`config.mk`:
```
export PLATFORM = sky130hd
export DESIGN_NAME = fyse_ctrl
export DESIGN_NICKNAME = d
export VERILOG_FILES = /design/src/rtl/fisher_yates_shuffle_engine_macros.svh /design/src/rtl/fyse_pkg.sv /design/src/rtl/fyse_ctrl.sv
export SDC_FILE = /design/constraint.sdc
export NUM_CORES = 1
export LEC_CHECK = 0
export BUFFER_PORTS_ARGS = -buffer_cell sky130_fd_sc_hd__buf_2
export CAP_MARGIN = 30
export CORE_ASPECT_RATIO = 0.9
export CORE_UTILIZATION = 46
export CTS_BUF_LIST = sky130_fd_sc_hd__clkbuf_16
export CTS_CLUSTER_DIAMETER = 150
export DETAILED_ROUTE_END_ITERATION = 8
export HOLD_SLACK_MARGIN = 0.12
export PLACE_DENSITY_LB_ADDON = 0.2
export RECOVER_POWER = 100
export SYNTH_ARGS = -nofsm -noshare
export SYNTH_HDL_FRONTEND = slang
export SYNTH_SLANG_ARGS = --single-unit
```
`constraint.sdc`:
```
create_clock -name clk_i -period 1.8 [get_ports clk_i]
set_input_delay 0.09 -clock clk_i [delete_from_list [all_inputs] [get_ports clk_i]]
set_output_delay 0.09 -clock clk_i [all_outputs]
set_load 0.02 [all_outputs]
```
`src/rtl/fisher_yates_shuffle_engine_macros.svh`:
```
// Assertion macros for the shuffle engine.
// Included by the RTL files that carry concurrent checks; clk_i and rst_ni must be in scope.
`ifndef FISHER_YATES_SHUFFLE_ENGINE_MACROS_SVH
`define FISHER_YATES_SHUFFLE_ENGINE_MACROS_SVH
`ifndef SYNTHESIS
// Property must hold at every clock edge outside reset.
`define FYSE_ASSERT(lbl, prop, msg) \
  lbl: assert property (@(posedge clk_i) disable iff (!rst_ni) (prop)) else $error(msg);
// Condition must never be true outside reset.
`define FYSE_NEVER(lbl, cond, msg) \
  lbl: assert property (@(posedge clk_i) disable iff (!rst_ni) !(cond)) else $error(msg);
`else
`define FYSE_ASSERT(lbl, prop, msg)
`define FYSE_NEVER(lbl, cond, msg)
`endif
`endif

```
`src/rtl/fyse_pkg.sv`:
```
// Shared constants, payload structs and controller/datapath signal groups.
// Used by the controller, datapath and top level of the shuffle engine; depends on nothing.
package fyse_pkg;

  localparam int unsigned STORE_DEPTH  = 512;
  localparam int unsigned ELEMENT_BITS = 16;
  localparam int unsigned IDX_W        = $clog2(STORE_DEPTH);
  localparam int unsigned CNT_W        = $clog2(STORE_DEPTH + 1);
  localparam int unsigned STEP_W       = (CNT_W > 6) ? CNT_W : 6;

  // Fixed field widths of the ports.
  localparam int unsigned ACTION_BITS = 2;
  localparam int unsigned INDEX_BITS  = 9;
  localparam int unsigned VALUE_BITS  = 16;
  localparam int unsigned COUNT_BITS  = 10;
  localparam int unsigned CMP_W       = (CNT_W > COUNT_BITS) ? CNT_W : COUNT_BITS;
  localparam int unsigned CFG_IDX_W   = 1;

  localparam logic [COUNT_BITS-1:0] COUNT_RESET = COUNT_BITS'(52);

  // Generator constants.
  localparam logic [63:0] WY_ADD = 64'ha0761d6478bd642f;
  localparam logic [63:0] WY_XOR = 64'he7037ed1a0b428db;
  localparam int unsigned MUL_STEPS = 4;
  localparam int unsigned MOD_STEPS = 64;

  // Action codes.
  localparam logic [ACTION_BITS-1:0] ACT_LOAD    = 2'd0;
  localparam logic [ACTION_BITS-1:0] ACT_REFRESH = 2'd1;
  localparam logic [ACTION_BITS-1:0] ACT_SHUFFLE = 2'd2;
  localparam logic [ACTION_BITS-1:0] ACT_READ    = 2'd3;

  // Configuration register indexes.
  localparam logic [CFG_IDX_W-1:0] CFG_SEED  = 1'd0;
  localparam logic [CFG_IDX_W-1:0] CFG_COUNT = 1'd1;

  typedef struct packed {
    logic [ACTION_BITS-1:0] action;
    logic [INDEX_BITS-1:0]  index;
    logic [VALUE_BITS-1:0]  value;
  } in_item_t;

  typedef struct packed {
    logic [VALUE_BITS-1:0] read_value;
    logic                  out_of_range;
  } out_item_t;

  typedef struct packed {
    logic              capture;
    logic              load_wr;
    logic              read_rd;
    logic              copy_en;
    logic [STEP_W-1:0] step;
    logic              shuf_init;
    logic              gen_add;
    logic              mul_en;
    logic              draw_mul;
    logic              mod_init;
    logic              mod_en;
    logic              rd_i;
    logic              rd_j;
    logic              wr_i;
    logic              wr_j;
    logic              finish;
  } cmd_t;

  typedef struct packed {
    logic count_gt1;
    logic i_is_one;
    logic lo_ge_bound;
    logic lim_valid;
    logic lo_ge_lim;
  } status_t;

endpackage

```
`src/rtl/fyse_ctrl.sv`:
```
// Controller state machine: sequences load, read, copy sweep and the shuffle pass.
// Depends on fyse_pkg.
module fyse_ctrl
  import fyse_pkg::*;
(
  input  logic                   clk_i,
  input  logic                   rst_ni,
  input  logic                   start,
  input  logic [ACTION_BITS-1:0] action_i,
  input  status_t                status_i,
  output cmd_t                   cmd_o,
  output logic                   busy
);

  localparam logic [3:0] S_IDLE  = 4'd0;
  localparam logic [3:0] S_LOAD  = 4'd1;
  localparam logic [3:0] S_READ  = 4'd2;
  localparam logic [3:0] S_DONE  = 4'd3;
  localparam logic [3:0] S_COPY  = 4'd4;
  localparam logic [3:0] S_SINIT = 4'd5;
  localparam logic [3:0] S_GEN   = 4'd6;
  localparam logic [3:0] S_MUL   = 4'd7;
  localparam logic [3:0] S_DRAW  = 4'd8;
  localparam logic [3:0] S_CHECK = 4'd9;
  localparam logic [3:0] S_MODI  = 4'd10;
  localparam logic [3:0] S_MOD   = 4'd11;
  localparam logic [3:0] S_RDI   = 4'd12;
  localparam logic [3:0] S_RDJ   = 4'd13;
  localparam logic [3:0] S_WRI   = 4'd14;
  localparam logic [3:0] S_WRJ   = 4'd15;

  logic [3:0]        state_q, state_d;
  logic [STEP_W-1:0] step_q, step_d;

  assign busy = state_q != S_IDLE;

  // Next state and commands.
  always_comb begin
    state_d    = state_q;
    step_d     = step_q;
    cmd_o      = '0;
    cmd_o.step = step_q;
    unique case (state_q)
      S_IDLE: begin
        if (start) begin
          cmd_o.capture = 1'b1;
          step_d        = '0;
          unique case (action_i)
            ACT_LOAD:    state_d = S_LOAD;
            ACT_REFRESH: state_d = S_COPY;
            ACT_SHUFFLE: state_d = S_SINIT;
            default:     state_d = S_READ;
          endcase
        end
      end
      S_LOAD: begin
        cmd_o.load_wr = 1'b1;
        cmd_o.finish  = 1'b1;
        state_d       = S_IDLE;
      end
      S_READ: begin
        cmd_o.read_rd = 1'b1;
        state_d       = S_DONE;
      end
      S_DONE: begin
        cmd_o.finish = 1'b1;
        state_d      = S_IDLE;
      end
      S_COPY: begin
        cmd_o.copy_en = 1'b1;
        if (step_q == STEP_W'(STORE_DEPTH)) begin
          cmd_o.finish = 1'b1;
          state_d      = S_IDLE;
        end else begin
          step_d = step_q + STEP_W'(1);
        end
      end
      S_SINIT: begin
        cmd_o.shuf_init = 1'b1;
        if (status_i.count_gt1) begin
          state_d = S_GEN;
        end else begin
          cmd_o.finish = 1'b1;
          state_d      = S_IDLE;
        end
      end
      S_GEN: begin
        cmd_o.gen_add = 1'b1;
        step_d        = '0;
        state_d       = S_MUL;
      end
      S_MUL: begin
        cmd_o.mul_en = 1'b1;
        if (step_q == STEP_W'(MUL_STEPS - 1)) begin
          state_d = S_DRAW;
        end else begin
          step_d = step_q + STEP_W'(1);
        end
      end
      S_DRAW: begin
        cmd_o.draw_mul = 1'b1;
        state_d        = S_CHECK;
      end
      S_CHECK: begin
        priority if (status_i.lo_ge_bound || (status_i.lim_valid && status_i.lo_ge_lim)) begin
          state_d = S_RDI;
        end else if (!status_i.lim_valid) begin
          state_d = S_MODI;
        end else begin
          state_d = S_GEN;
        end
      end
      S_MODI: begin
        cmd_o.mod_init = 1'b1;
        step_d         = '0;
        state_d        = S_MOD;
      end
      S_MOD: begin
        cmd_o.mod_en = 1'b1;
        if (step_q == STEP_W'(MOD_STEPS - 1)) begin
          state_d = S_CHECK;
        end else begin
          step_d = step_q + STEP_W'(1);
        end
      end
      S_RDI: begin
        cmd_o.rd_i = 1'b1;
        state_d    = S_RDJ;
      end
      S_RDJ: begin
        cmd_o.rd_j = 1'b1;
        state_d    = S_WRI;
      end
      S_WRI: begin
        cmd_o.wr_i = 1'b1;
        state_d    = S_WRJ;
      end
      default: begin
        cmd_o.wr_j = 1'b1;
        if (status_i.i_is_one) begin
          cmd_o.finish = 1'b1;
          state_d      = S_IDLE;
        end else begin
          state_d = S_GEN;
        end
      end
    endcase
  end

  always_ff @(posedge clk_i or negedge rst_ni) begin
    if (!rst_ni) begin
      state_q <= S_IDLE;
      step_q  <= '0;
    end else begin
      state_q <= state_d;
      step_q  <= step_d;
    end
  end

endmodule

```
=== Word level (Yosys, flattened, before mapping) ===
Cells that the tools add are included.

* Register bits after elaboration: 14
* Output and inout port bits: 26
* Logic and storage cells: 75

* $add $sub $neg: 1
* Eq/ne operators: 26
* Multiplexer cells: 34
* Reductions and logical operators: 12

{| class="wikitable"
|+ Operators by type and width
! cell !! count
|-
| 4-bit case mux with 14 select lines || 1
|-
| 10-bit case mux with 5 select lines || 1
|-
| 10-bit 2-to-1 mux || 4
|-
| 4-bit equality test (second input constant) || 7
|-
| 4-bit 2-to-1 mux || 6
|-
| 1-bit 2-to-1 mux || 18
|-
| 4-bit by 3-bit equality test with 1-bit output (second input constant) || 4
|-
| 15-bit OR reduction || 1
|-
| 2-bit != test (second input constant) || 7
|-
| 11-bit OR reduction || 1
|-
| 10-bit by 1-bit adder with 10-bit output (second input constant) || 1
|-
| 10-bit equality test (second input constant) || 1
|-
| 10-bit by 2-bit equality test with 1-bit output (second input constant) || 1
|-
| 10-bit by 6-bit equality test with 1-bit output (second input constant) || 1
|-
| 3-bit case mux with 3 select lines || 1
|-
| 4-bit by 2-bit equality test with 1-bit output (second input constant) || 2
|-
| 3-bit 2-to-1 mux || 2
|-
| 5-bit AND reduction || 1
|-
| 5-bit nonzero test || 1
|-
| 4-bit by 1-bit equality test with 1-bit output (second input constant) || 1
|-
| 4-bit logical NOT || 1
|-
| 1-bit case mux with 4 select lines || 1
|-
| 4-bit AND reduction || 1
|-
| 4-bit nonzero test || 1
|-
| 6 further kinds || 7
|}

=== Logic depth before layout (Yosys ltp) ===
Gate-level depths: netlist of the first run.

* Word-level depth: 4
* Mapped depth: 7
* Mapped depth without buffers: 7

=== Worst setup path before layout of the first run ===
OpenSTA, ideal clock, no wires.

* Path type: reg2out
* Start point: register step_q[4]
* End point: output cmd_o[0] (netlist bit)
* Data arrival time: 1813 ps
* Required time: 1710 ps
* Slack: -103 ps
* Stages on the path, launching flop included: 5
* Path buffers: 0
* Cells stage by stage: dfrtp_1 > or4_4 > nor4_4 > nand4_1 > a21oi_1

{| class="wikitable"
|+ RTL lines
! item !! line !! source
|-
| start: declaration || fyse_ctrl.sv:33 || <nowiki>logic [STEP_W-1:0] step_q, step_d;</nowiki>
|-
| start signal: assignment || fyse_ctrl.sv:156 || <nowiki>step_q <= step_d;</nowiki>
|-
| end: declaration || fyse_ctrl.sv:11 || <nowiki>output cmd_t cmd_o,</nowiki>
|}

==> results of run 1 <==
## worst max-delay path, delay by kind of cell, from the launching register on
family	cells	cell delay [ns]
DFF	1	0.39
and+or+nand+nor	3	0.92
AOI/OAI and AO/OA	1	0.14
buffers and inverters	1	0.14
## metal layers
layer | share of wire [%] | routed length, um
met5 | 0 | 0
met1 | 42 | 1680
met4 | 3.3 | 135
met3 | 7.7 | 311
met2 | 47 | 1910
## kinds of logic after synthesis
| logic type | count (synthesis) |
|---|---|
| mux | 2 |
| flops | 14 |
| simple gates | 72 |
| compound gates | 45 |
| buf+inv | 12 |
| fa+ha+maj | 5 |
| xor+xnor | 1 |
## sequential cells by signal, summed over array words and instances (netlist names)
signal / flops
state_q: 4
step_q: 10
## cells in the mapped netlist, types with 2 or more instances
cell type / count / area [sq um]
sky130_fd_sc_hd__a21oi_1: 13 / 65.1
sky130_fd_sc_hd__a22o_1: 2 / 17.5
sky130_fd_sc_hd__a31oi_1: 5 / 31.3
sky130_fd_sc_hd__and3_1: 4 / 25.0
sky130_fd_sc_hd__buf_6: 4 / 45.0
sky130_fd_sc_hd__clkbuf_1: 2 / 7.51
sky130_fd_sc_hd__dfrtp_1: 14 / 350
sky130_fd_sc_hd__ha_1: 5 / 62.6
sky130_fd_sc_hd__inv_1: 4 / 15.0
sky130_fd_sc_hd__mux2i_1: 2 / 20.0
sky130_fd_sc_hd__nand2_1: 13 / 48.8
sky130_fd_sc_hd__nand2b_1: 2 / 12.5
sky130_fd_sc_hd__nand3_1: 5 / 25.0
sky130_fd_sc_hd__nand4_1: 4 / 25.0
sky130_fd_sc_hd__nor2_1: 20 / 75.1
sky130_fd_sc_hd__nor2b_1: 2 / 12.5
sky130_fd_sc_hd__nor3_1: 6 / 30.0
sky130_fd_sc_hd__nor4_1: 2 / 12.5
sky130_fd_sc_hd__o211ai_1: 2 / 15.0
sky130_fd_sc_hd__o21a_1: 4 / 30.0
sky130_fd_sc_hd__o21ai_0: 7 / 35.0
sky130_fd_sc_hd__o21bai_1: 2 / 15.0
sky130_fd_sc_hd__o2bb2ai_1: 3 / 26.3
sky130_fd_sc_hd__or2b_2: 2 / 17.5
## what timing repair did
| action | in CTS | in global routing |
|---|---|---|
| hold buffers | 1 | 0 |
| endpoints found under the setup margin | 5 | 16 |
| gates resized for setup | 5 | 10 |
| endpoints found under the hold margin | 14 | 0 |
| pin swaps | 7 | 3 |
| setup buffers | 1 | 1 |
| gates cloned | 1 | 0 |
## power breakdown
part           switching (uW)  internal (uW)
clock network             126            293
logic                    1280            926
registers                 122            410
total                    1530           1630
## path summary, 6_finish.rpt
kind,cells after the start,startpoint,to
max,5,step_q[4],cmd_o[0]
min,4,status_i[1],state_q[3]
max reg2reg,6,step_q[4],step_q[2]
min reg2reg,1,step_q[9],step_q[9]
max in group asynchronous,2,rst_ni,state_q[1]
min in group asynchronous,2,rst_ni,state_q[3]
## final cells by class
| type | count | area [sq um] | share of cell area (%) |
|---|---|---|---|
| clock buffers | 3 | 75.1 | 4.30 |
| clock inverters | 1 | 3.75 | 0.215 |
| inverters | 4 | 15.0 | 0.860 |
| multi-input cells | 126 | 880 | 50.4 |
| flip-flops and latches | 14 | 355 | 20.4 |
| well taps | 28 | 35.0 | 2.01 |
| repair buffers | 63 | 382 | 21.9 |
## through the flow
step	util (%)	TNS (ns)	area, sq um
after floorplan	-	0	1240
after global placement	63.2	0	1570
after detailed placement	63.2	-0.00977	1570
after CTS	68.8	-0.839	1710
after global routing	70.1	-1.41	1750
final	70.1	-0.660	1750
==> results.json, run 1 <==
{
  "globalRoute.busiestLayer": "met2",
  "finalHoldViolCount": 0,
  "clk-insertion-delay-late_ns": 0.25,
  "power.density_cell_area_mw_per_mm2": 1810,
  "die_width_um": 56.5,
  "end_kind": "primary output",
  "layout.cells.non_filler": 239,
  "cts_inserted_buffers": 3,
  "grt_setup_unrepaired": "true",
  "proportion_of_layout_cells_with_a_drive_suffix_above_1_pct": 38.4,
  "syn_area_sq_mm": 0.00123,
  "place.detailed.instances": 231,
  "place.gp.congestion": 0.914,
  "detail_route.first_pass.iterations": 4,
  "ys_ff_latch": 14,
  "power_leakage_uw": 0.000814,
  "path_class": "reg2out",
  "first_global_vias": 1406,
  "synth_adder_area_share_pct": 5.08,
  "dr_total_vias": 1453,
  "routed_wire_length_mm": 4.04,
  "crit_path_start_kind": "flip-flop",
  "max-clock-path-buffers": 2,
  "die_height_um": 51.1,
  "fin_hold_ws_ns": 0.295,
  "routedWlPerCell_um": 16.9,
  "cts.sinks": 14,
  "clkTransAtPathRegs_ns": 0.04,
  "pin_count_of_the_biggest_net_entering_global_routing": 15,
  "peakVddDrop_mv": 1.30,
  "grt_util_met1_pct": 37.2,
  "timing.slew.headroom_pct": 46.7,
  "critical_path_required_ns": 1.71,
  "ys.warnings.count": 0,
  "number_of_antenna_violations_at_the_first_check_in_global_routing": 0,
  "cell_at_the_slowest_stage_of_the_critical_path": "sky130_fd_sc_hd__or4_4",
  "filler_cell_count": 201,
  "layout.cells.most_common": "sky130_fd_sc_hd__buf_4",
  "num_rows": 17,
  "place.port_buffers": 35,
  "grt.met3_usage_pct": 9.37,
  "net_count_of_the_finished_layout": 227,
  "fin_worst_skew_ns": 0.00125,
  "synth_seq_area_share_pct": 28.5,
  "h-tree-depth": 1,
  "drv.max_cap_violation_count": 0,
  "ff2ff_setup_slack_ns": -0.12,
  "finalSetupViolations": 9,
  "maximum_clock_rate_mhz": 516,
  "final_cycle_utilization_of_the_critical_path_pct": 108,
  "overflow": 0,
  "synth-simple-area-share_pct": 32.6,
  "worst-slew-pin-transition_ns": 0.799,
  "worst_hold_path_type": "in2reg",
  "final_critical_path_setup_slack_ns": -0.137,
  "globalRouteMet2Util_pct": 47.3,
  "outcome": "finished with violations",
  "cts_tree": "built",
  "synth_top_family_by_area": "simple AND/OR/NAND/NOR gates",
  "floorplan.initialDensity_pct": 49.5,
  "worstPathMaxFanout": 2,
  "pre_cts_slack_ns": -0.00977,
  "drcViolationCount": 0,
  "diodes": 0,
  "drt_iter0_drc": 66,
  "async_flop_share_pct": 100,
  "drt-vias-per-instance": 6.08,
  "post_synth_xor_area_fraction_pct": 0.711,
  "synth_enable_flop_cells": 0,
  "grt_first_pass_wirelength_mm": 6.51,
  "syn_area_per_cell_sq_um": 8.15,
  "cells_along_the_critical_path": "or4_4 -> nor4_4 -> nand4_1 -> a21oi_2 -> buf_4",
  "report.power.total_uw": 3160,
  "synth_compound_gate_area_share_pct": 25.2,
  "hpwl_mm": 2.80,
  "final_period_minus_worst_setup_slack_ns": 1.94,
  "antenna_left": 0,
  "gr-usage-all-layers_pct": 30.1,
  "failed_checks": "negative setup slack",
  "netlist_instances": 151,
  "synth_cell_type_count": 46,
  "floorplan.die_area_sq_mm": 0.00289,
  "placeableCoreArea_sq_mm": 0.00249,
  "muxShareOfSynthArea_pct": 1.63,
  "max_stage_delay_ns": 0.55,
  "worst_ep_arrival_time_ns": 1.85,
  "report.final.slew_viol_count": 0,
  "mappedNetlistNets": 166,
  "synth_flop_cell": "sky130_fd_sc_hd__dfrtp_1",
  "syn2layout_area_growth_pct": 41.8,
  "pin_count": 36,
  "commonest_cells_after_routing_fill_and_taps_aside": "27 x sky130_fd_sc_hd__buf_4, 24 x sky130_fd_sc_hd__buf_2, 20 x sky130_fd_sc_hd__nor2_1",
  "ctsRootBufferMaster": "sky130_fd_sc_hd__clkbuf_16"
}
(Power assumes the default switching activity.)
==> run 2, diff against run 1 <==
--- a/config.mk
+++ b/config.mk
@@ -6,14 +6,16 @@
 export NUM_CORES = 1
 export LEC_CHECK = 0
 export BUFFER_PORTS_ARGS = -buffer_cell sky130_fd_sc_hd__buf_2
-export CAP_MARGIN = 30
+export CAP_MARGIN = 20
+export CELL_PAD_IN_SITES_DETAIL_PLACEMENT = 0
+export CELL_PAD_IN_SITES_GLOBAL_PLACEMENT = 1
 export CORE_ASPECT_RATIO = 0.9
-export CORE_UTILIZATION = 46
+export CORE_UTILIZATION = 33
 export CTS_BUF_LIST = sky130_fd_sc_hd__clkbuf_16
 export CTS_CLUSTER_DIAMETER = 150
 export DETAILED_ROUTE_END_ITERATION = 8
 export HOLD_SLACK_MARGIN = 0.12
-export PLACE_DENSITY_LB_ADDON = 0.2
+export PLACE_DENSITY = 0.75
 export RECOVER_POWER = 100
 export SYNTH_ARGS = -nofsm -noshare
 export SYNTH_HDL_FRONTEND = slang
==> run 2 against run 1 <==
  * The flow still finishes with violations (negative setup slack)
  * Sequential share of layout area is 0.16 points lower
  * Combinational power down 3%
  * Sequential power is 2% higher
  * Fmax increased by 0.56%
  * Die area rose by 38%
  * Clock-buffer cell count is the same
  * Clock skew is 0.0036 ns higher
  * Clock power increased by 2%
  * Global-route usage decreased by 9.7 points
  * Critical path type unchanged
  * Largest cell class unchanged
  * Highest routed layer unchanged
==> results.json, run 2 (synthesis results as in run 1) <==
{
  "h-tree-depth": 1,
  "finalInstanceArea_sq_mm": 0.00177,
  "clk-insertion-delay-late_ns": 0.25,
  "report.final.slew_viol_count": 0,
  "worst-slew-pin-transition_ns": 0.794,
  "filler_cell_count": 322,
  "cts_tree": "built",
  "detail_route.first_pass.iterations": 4,
  "final_period_minus_worst_setup_slack_ns": 1.93,
  "proportion_of_layout_cells_with_a_drive_suffix_above_1_pct": 37.9,
  "pin_count_of_the_biggest_net_entering_global_routing": 15,
  "end_kind": "primary output",
  "maximum_clock_rate_mhz": 519,
  "report.power.total_uw": 3110,
  "drv.max_cap_violation_count": 0,
  "routed_wire_length_mm": 3.74,
  "drcViolationCount": 0,
  "reg.largest.list": "step_q: 10 flops, state_q: 4 flops",
  "cells_along_the_critical_path": "or4_4 -> nor4_4 -> nand4_1 -> a21oi_2 -> buf_4",
  "number_of_antenna_violations_at_the_first_check_in_global_routing": 0,
  "largest_register_by_flop_count": "step_q",
  "routedWlPerCell_um": 14.6,
  "gr-usage-all-layers_pct": 20.5,
  "fin_worst_skew_ns": 0.00484,
  "worst_hold_path_type": "in2reg",
  "path_class": "reg2out",
  "finalSetupViolations": 4,
  "layout.cells.non_filler": 255,
  "placeableCoreArea_sq_mm": 0.00348,
  "crit_path_start_kind": "flip-flop",
  "place.detailed.instances": 248,
  "cts.sinks": 14,
  "fin_util_pct": 50.9,
  "grt_first_pass_wirelength_mm": 6.05,
  "syn2layout_area_growth_pct": 43.9,
  "ctsRootBufferMaster": "sky130_fd_sc_hd__clkbuf_16",
  "drt-vias-per-instance": 5.41,
  "worstPathMaxFanout": 2,
  "critical_path.n_buffers_inverters": 1,
  "place.gp.congestion": 0.838,
  "worst_path_dominant_cell_family": "simple AND/OR/NAND/NOR gates",
  "largest_register_ff_count": 10,
  "max_stage_delay_ns": 0.55,
  "cts_inserted_buffers": 3,
  "clkTransAtPathRegs_ns": 0.05,
  "drt_iter0_drc": 87,
  "commonest_cells_after_routing_fill_and_taps_aside": "28 x sky130_fd_sc_hd__buf_4, 24 x sky130_fd_sc_hd__buf_2, 20 x sky130_fd_sc_hd__nor2_1",
  "critical_path_required_ns": 1.71,
  "floorplan.die_area_sq_mm": 0.00398,
  "layout.cells.most_common": "sky130_fd_sc_hd__buf_4",
  "overflow": 0,
  "diodes": 0,
  "final_critical_path_setup_slack_ns": -0.127,
  "cell_at_the_slowest_stage_of_the_critical_path": "sky130_fd_sc_hd__or4_4",
  "floorplan.initialDensity_pct": 35.4,
  "timing.slew.headroom_pct": 47.1,
  "pin_count": 36,
  "worst_ep_arrival_time_ns": 1.84,
  "outcome": "finished with violations",
  "grt_setup_unrepaired": "true",
  "antenna_left": 0,
  "failed_checks": "negative setup slack",
  "power.density_cell_area_mw_per_mm2": 1750,
  "dr_total_vias": 1380,
  "hpwl_mm": 2.71,
  "finalHoldViolCount": 0,
  "die_width_um": 66.4,
  "peakVddDrop_mv": 0.811,
  "net_count_of_the_finished_layout": 227,
  "final_cycle_utilization_of_the_critical_path_pct": 107,
  "num_rows": 20,
  "place.port_buffers": 35,
  "power_leakage_uw": 0.000819,
  "max-clock-path-buffers": 2,
  "first_global_vias": 1267,
  "placed_area_sq_mm": 0.00160,
  "die_height_um": 59.9
}
-- run 2: cell count changes in the layout (fill, tap and decap cells not counted), sizes merged --
cell    previous run  this run
clkinv             1         0
inv                4         5
-- run 2: layout make-up --
cell class / instances / area [sq um] / share of cell area [%]
clock buffers: 3 / 75.1 / 4.24
clock inverters: 1 / 3.75 / 0.212
inverters: 4 / 15.0 / 0.847
multi-input cells: 126 / 887 / 50.1
flip-flops and latches: 14 / 358 / 20.2
well taps: 44 / 55.1 / 3.11
repair buffers: 63 / 378 / 21.3
-- run 2: timing repair --
action	in CTS	in global routing
hold buffers	1	0
hold endpoints to repair	14	0
setup buffers	1	0
resized for setup	4	12
pin swaps	8	5
setup endpoints to repair	5	16
gates cloned	1	0
-- run 2: metrics by stage --
| step | setup TNS, ns | hold slack, ns | setup WS (ns) |
|---|---|---|---|
| 2_1_floorplan | 0 | -0.206 | 0.00758 |
| 3_3_place_gp | -0.0519 | 0.0113 | -0.0272 |
| 3_5_place_dp | -0.0705 | 0.00689 | -0.0273 |
| 4_1_cts | -0.579 | 0.238 | -0.185 |
| 5_1_grt | -0.624 | 0.291 | -0.216 |
| 6_report | -0.217 | 0.247 | -0.127 |
-- run 2: power breakdown --
| part | internal (uW) | total (uW) | switching, uW |
|---|---|---|---|
| sequential | 413 | 540 | 127 |
| clock | 294 | 428 | 134 |
| combinational | 908 | 2140 | 1230 |
-- run 2: worst paths after layout --
check / cells past startpoint / end / slack [ns] / from
min: 3 / state_q[1] / 0.25 / start
min in group asynchronous: 2 / step_q[7] / 0.44 / rst_ni
max: 5 / cmd_o[0] / -0.13 / step_q[4]
max reg2reg: 5 / step_q[2] / -0.04 / step_q[4]
max in group asynchronous: 2 / state_q[3] / 0.81 / rst_ni
min reg2reg: 2 / step_q[8] / 0.62 / step_q[8]
-- run 2: metal layers --
metal  vias up  wire length [um]  track usage (%)
li1        677                 -                -
met1       654              1730             28.1
met2        41              1710             30.0
met3         8               231             6.87
met4         0                63             6.69
met5         -                 0                0
-- run 2: worst register-to-register path, stage by stage (launching register included) --
cell,delay (ns)
sky130_fd_sc_hd__dfrtp_2,0.40
sky130_fd_sc_hd__or4_4,0.55
sky130_fd_sc_hd__nor4_4,0.18
sky130_fd_sc_hd__buf_4,0.20
sky130_fd_sc_hd__a31oi_4,0.14
sky130_fd_sc_hd__a22o_1,0.25
==> run 3, diff against run 2 <==
--- a/config.mk
+++ b/config.mk
@@ -6,7 +6,7 @@
 export NUM_CORES = 1
 export LEC_CHECK = 0
 export BUFFER_PORTS_ARGS = -buffer_cell sky130_fd_sc_hd__buf_2
-export CAP_MARGIN = 20
+export CAP_MARGIN = 10
 export CELL_PAD_IN_SITES_DETAIL_PLACEMENT = 0
 export CELL_PAD_IN_SITES_GLOBAL_PLACEMENT = 1
 export CORE_ASPECT_RATIO = 0.9
@@ -17,6 +17,7 @@
 export HOLD_SLACK_MARGIN = 0.12
 export PLACE_DENSITY = 0.75
 export RECOVER_POWER = 100
+export SLEW_MARGIN = 10
 export SYNTH_ARGS = -nofsm -noshare
 export SYNTH_HDL_FRONTEND = slang
 export SYNTH_SLANG_ARGS = --single-unit
==> constraint.sdc (replaced) <==
create_clock -name clk_i -period 1.7 [get_ports clk_i]
set_input_delay 0.085 -clock clk_i [delete_from_list [all_inputs] [get_ports clk_i]]
set_output_delay 0.085 -clock clk_i [all_outputs]
set_load 0.02 [all_outputs]
==> run 3 against run 2 <==
  * Clock-buffer cell count unchanged
  * Highest routed layer unchanged
  * Critical path type unchanged
  * Sequential power increased by 3.9%
  * First-iteration DRC count decreased by 5.7%
  * The run still ends with negative setup slack left
  * Via count increased by 4.9%
  * Die area unchanged
==> results.json, run 3 (synthesis results as in run 1) <==
{
  "layout.cells.most_common": "sky130_fd_sc_hd__buf_4",
  "routedWlPerCell_um": 15.3,
  "crit_path_start_kind": "flip-flop",
  "sequentialPowerShare_pct": 15.3,
  "drv.max_cap_violation_count": 0,
  "finalSetupViolations": 13,
  "pin_count": 36,
  "cts_inserted_buffers": 3,
  "share_of_power_burned_in_the_clock_network_pct": 12.4,
  "max-clock-path-buffers": 2,
  "floorplan.initialDensity_pct": 35.4,
  "power.density_cell_area_mw_per_mm2": 1890,
  "beginning_of_the_worst_hold_path": "start",
  "failed_checks": "negative setup slack",
  "syn2layout_area_growth_pct": 57.3,
  "min_to": "state_q[1]",
  "seqCellArea_sq_um": 357,
  "peakVddDrop_mv": 0.894,
  "power_switching_uw": 1690,
  "swShare_pct": 46.2,
  "p_int_uw": 1970,
  "placeableCoreArea_sq_mm": 0.00348,
  "filler_cell_count": 339,
  "place.detailed.instances": 260,
  "finalHoldViolCount": 0,
  "outcome": "finished with violations",
  "antenna_left": 0,
  "clkTransAtPathRegs_ns": 0.05,
  "end_kind": "primary output",
  "final_period_minus_worst_setup_slack_ns": 1.88,
  "diodes": 0,
  "timing.rr.start": "step_q[5]",
  "cts.sinks": 14,
  "critical_path_required_ns": 1.62,
  "reg.largest.list": "step_q: 10 flops, state_q: 4 flops",
  "ff2ff_setup_slack_ns": -0.13,
  "drt_iter0_drc": 82,
  "overflow": 0,
  "maximum_clock_rate_mhz": 531,
  "place.port_buffers": 35,
  "drcViolationCount": 0,
  "report.final.slew_viol_count": 0,
  "path_class": "reg2out",
  "share_comb_of_total_power_pct": 72.3,
  "proportion_of_layout_cells_with_a_drive_suffix_above_1_pct": 43.1,
  "ctsRootBufferMaster": "sky130_fd_sc_hd__clkbuf_16",
  "detail_route.first_pass.iterations": 4,
  "area_of_combinational_cells_with_multiple_inputs_sq_um": 911,
  "cts_tree": "built",
  "routed_wire_length_mm": 4.11,
  "grt_first_pass_wirelength_mm": 6.72,
  "net_count_of_the_finished_layout": 241,
  "worst_ep_arrival_time_ns": 1.80,
  "layout.cells.non_filler": 269,
  "die_height_um": 59.9,
  "timing.slew.headroom_pct": 47.9,
  "grt_setup_unrepaired": "true",
  "power_leakage_uw": 0.000899,
  "die_width_um": 66.4,
  "ff2ff_path_depth": 5,
  "worst-slew-pin-transition_ns": 0.782,
  "first_global_vias": 1359,
  "pin_count_of_the_biggest_net_entering_global_routing": 15,
  "hpwl_mm": 2.95,
  "final_critical_path_setup_slack_ns": -0.183,
  "report.power.total_uw": 3660,
  "largest_register_ff_count": 10,
  "num_rows": 20,
  "drt-vias-per-instance": 5.38,
  "final_cycle_utilization_of_the_critical_path_pct": 111,
  "worst_hold_path_type": "in2reg",
  "whs_path_depth": 3,
  "number_of_antenna_violations_at_the_first_check_in_global_routing": 0,
  "dr_total_vias": 1447,
  "place.gp.congestion": 0.934,
  "fin_worst_skew_ns": 0.00455,
  "floorplan.die_area_sq_mm": 0.00398,
  "clk-insertion-delay-late_ns": 0.25,
  "h-tree-depth": 1,
  "worstPathMaxFanout": 2,
  "rr_endpoint": "step_q[6]",
  "fin_util_pct": 55.7,
  "largest_register_by_flop_count": "step_q",
  "gr-usage-all-layers_pct": 22.9,
  "commonest_cells_after_routing_fill_and_taps_aside": "40 x sky130_fd_sc_hd__buf_4, 19 x sky130_fd_sc_hd__buf_2, 18 x sky130_fd_sc_hd__nor2_1"
}
-- run 3: changes by cell type in the layout (fill, tap and decap cells not counted), moves of 2 or more --
cell / previous run / this run
sky130_fd_sc_hd__a31oi_2: 2 / 0
sky130_fd_sc_hd__buf_12: 0 / 2
sky130_fd_sc_hd__buf_2: 24 / 19
sky130_fd_sc_hd__buf_4: 28 / 40
sky130_fd_sc_hd__buf_6: 0 / 2
sky130_fd_sc_hd__clkbuf_2: 0 / 3
sky130_fd_sc_hd__nor2_1: 20 / 18
sky130_fd_sc_hd__nor2_2: 0 / 2
sky130_fd_sc_hd__o21ai_0: 6 / 4
-- run 3: layout make-up --
type	instances	area share (%)
inverters	4	0.775
flip-flops and latches	14	18.4
clock buffers	3	3.88
clock inverters	1	0.194
multi-input cells	126	47.0
repair buffers	77	26.9
well taps	44	2.84
-- run 3: worst max-delay path by stage --
stage | start | to | slack [ns]
final | step_q[5] | cmd_o[0] | -0.18
after global routing | step_q[2] | cmd_o[0] | -0.26
after CTS | step_q[5] | cmd_o[0] | -0.28
after detailed placement | step_q[4] | step_q[2] | -0.14
after global placement | step_q[4] | cmd_o[0] | -0.12
after floorplan | step_q[4] | state_q[0] | -0.09
-- run 3: what timing repair did --
item,4_1_cts,5_1_grt
gates resized for setup,13,15
gates cloned,1,0
hold buffers,1,0
endpoints found under the setup margin,16,19
pin swaps,8,5
setup buffers,3,1
endpoints found under the hold margin,14,0
-- run 3: power by group through the flow --
stage | Clock, uW | Sequential (uW) | Combinational (uW)
2_1_floorplan | 0 | 592 | 1290
5_1_grt | 468 | 573 | 2850
3_5_place_dp | 0 | 548 | 2240
4_1_cts | 463 | 550 | 2580
3_3_place_gp | 0 | 545 | 2210
6_report | 453 | 561 | 2650
-- run 3: worst max-delay path, stage by stage (launching register included) --
cell,delay [ns]
sky130_fd_sc_hd__dfrtp_2,0.40
sky130_fd_sc_hd__or4_4,0.53
sky130_fd_sc_hd__nor4_4,0.19
sky130_fd_sc_hd__nand4_1,0.15
sky130_fd_sc_hd__a21oi_2,0.14
sky130_fd_sc_hd__buf_4,0.15
-- run 3: metal layers --
metal  global-route usage [%]  share of wire [%]  wire (um)
met1                     31.8                 47       1930
met2                     35.6                 47       1940
met3                     4.20                4.4        180
met4                     7.60                1.3         55
met5                        0                  0          0
-- run 3: per-stage QoR --
step | TNS, ns | area (sq um) | hold WS [ns] | worst slack, ns
2_1_floorplan | -0.366 | 1250 | -0.211 | -0.0918
3_3_place_gp | -0.672 | 1720 | -0.00412 | -0.121
3_5_place_dp | -0.926 | 1720 | 0.00918 | -0.142
4_1_cts | -2.36 | 1910 | 0.265 | -0.283
5_1_grt | -1.82 | 1940 | 0.304 | -0.256
6_report | -0.760 | 1940 | 0.265 | -0.183
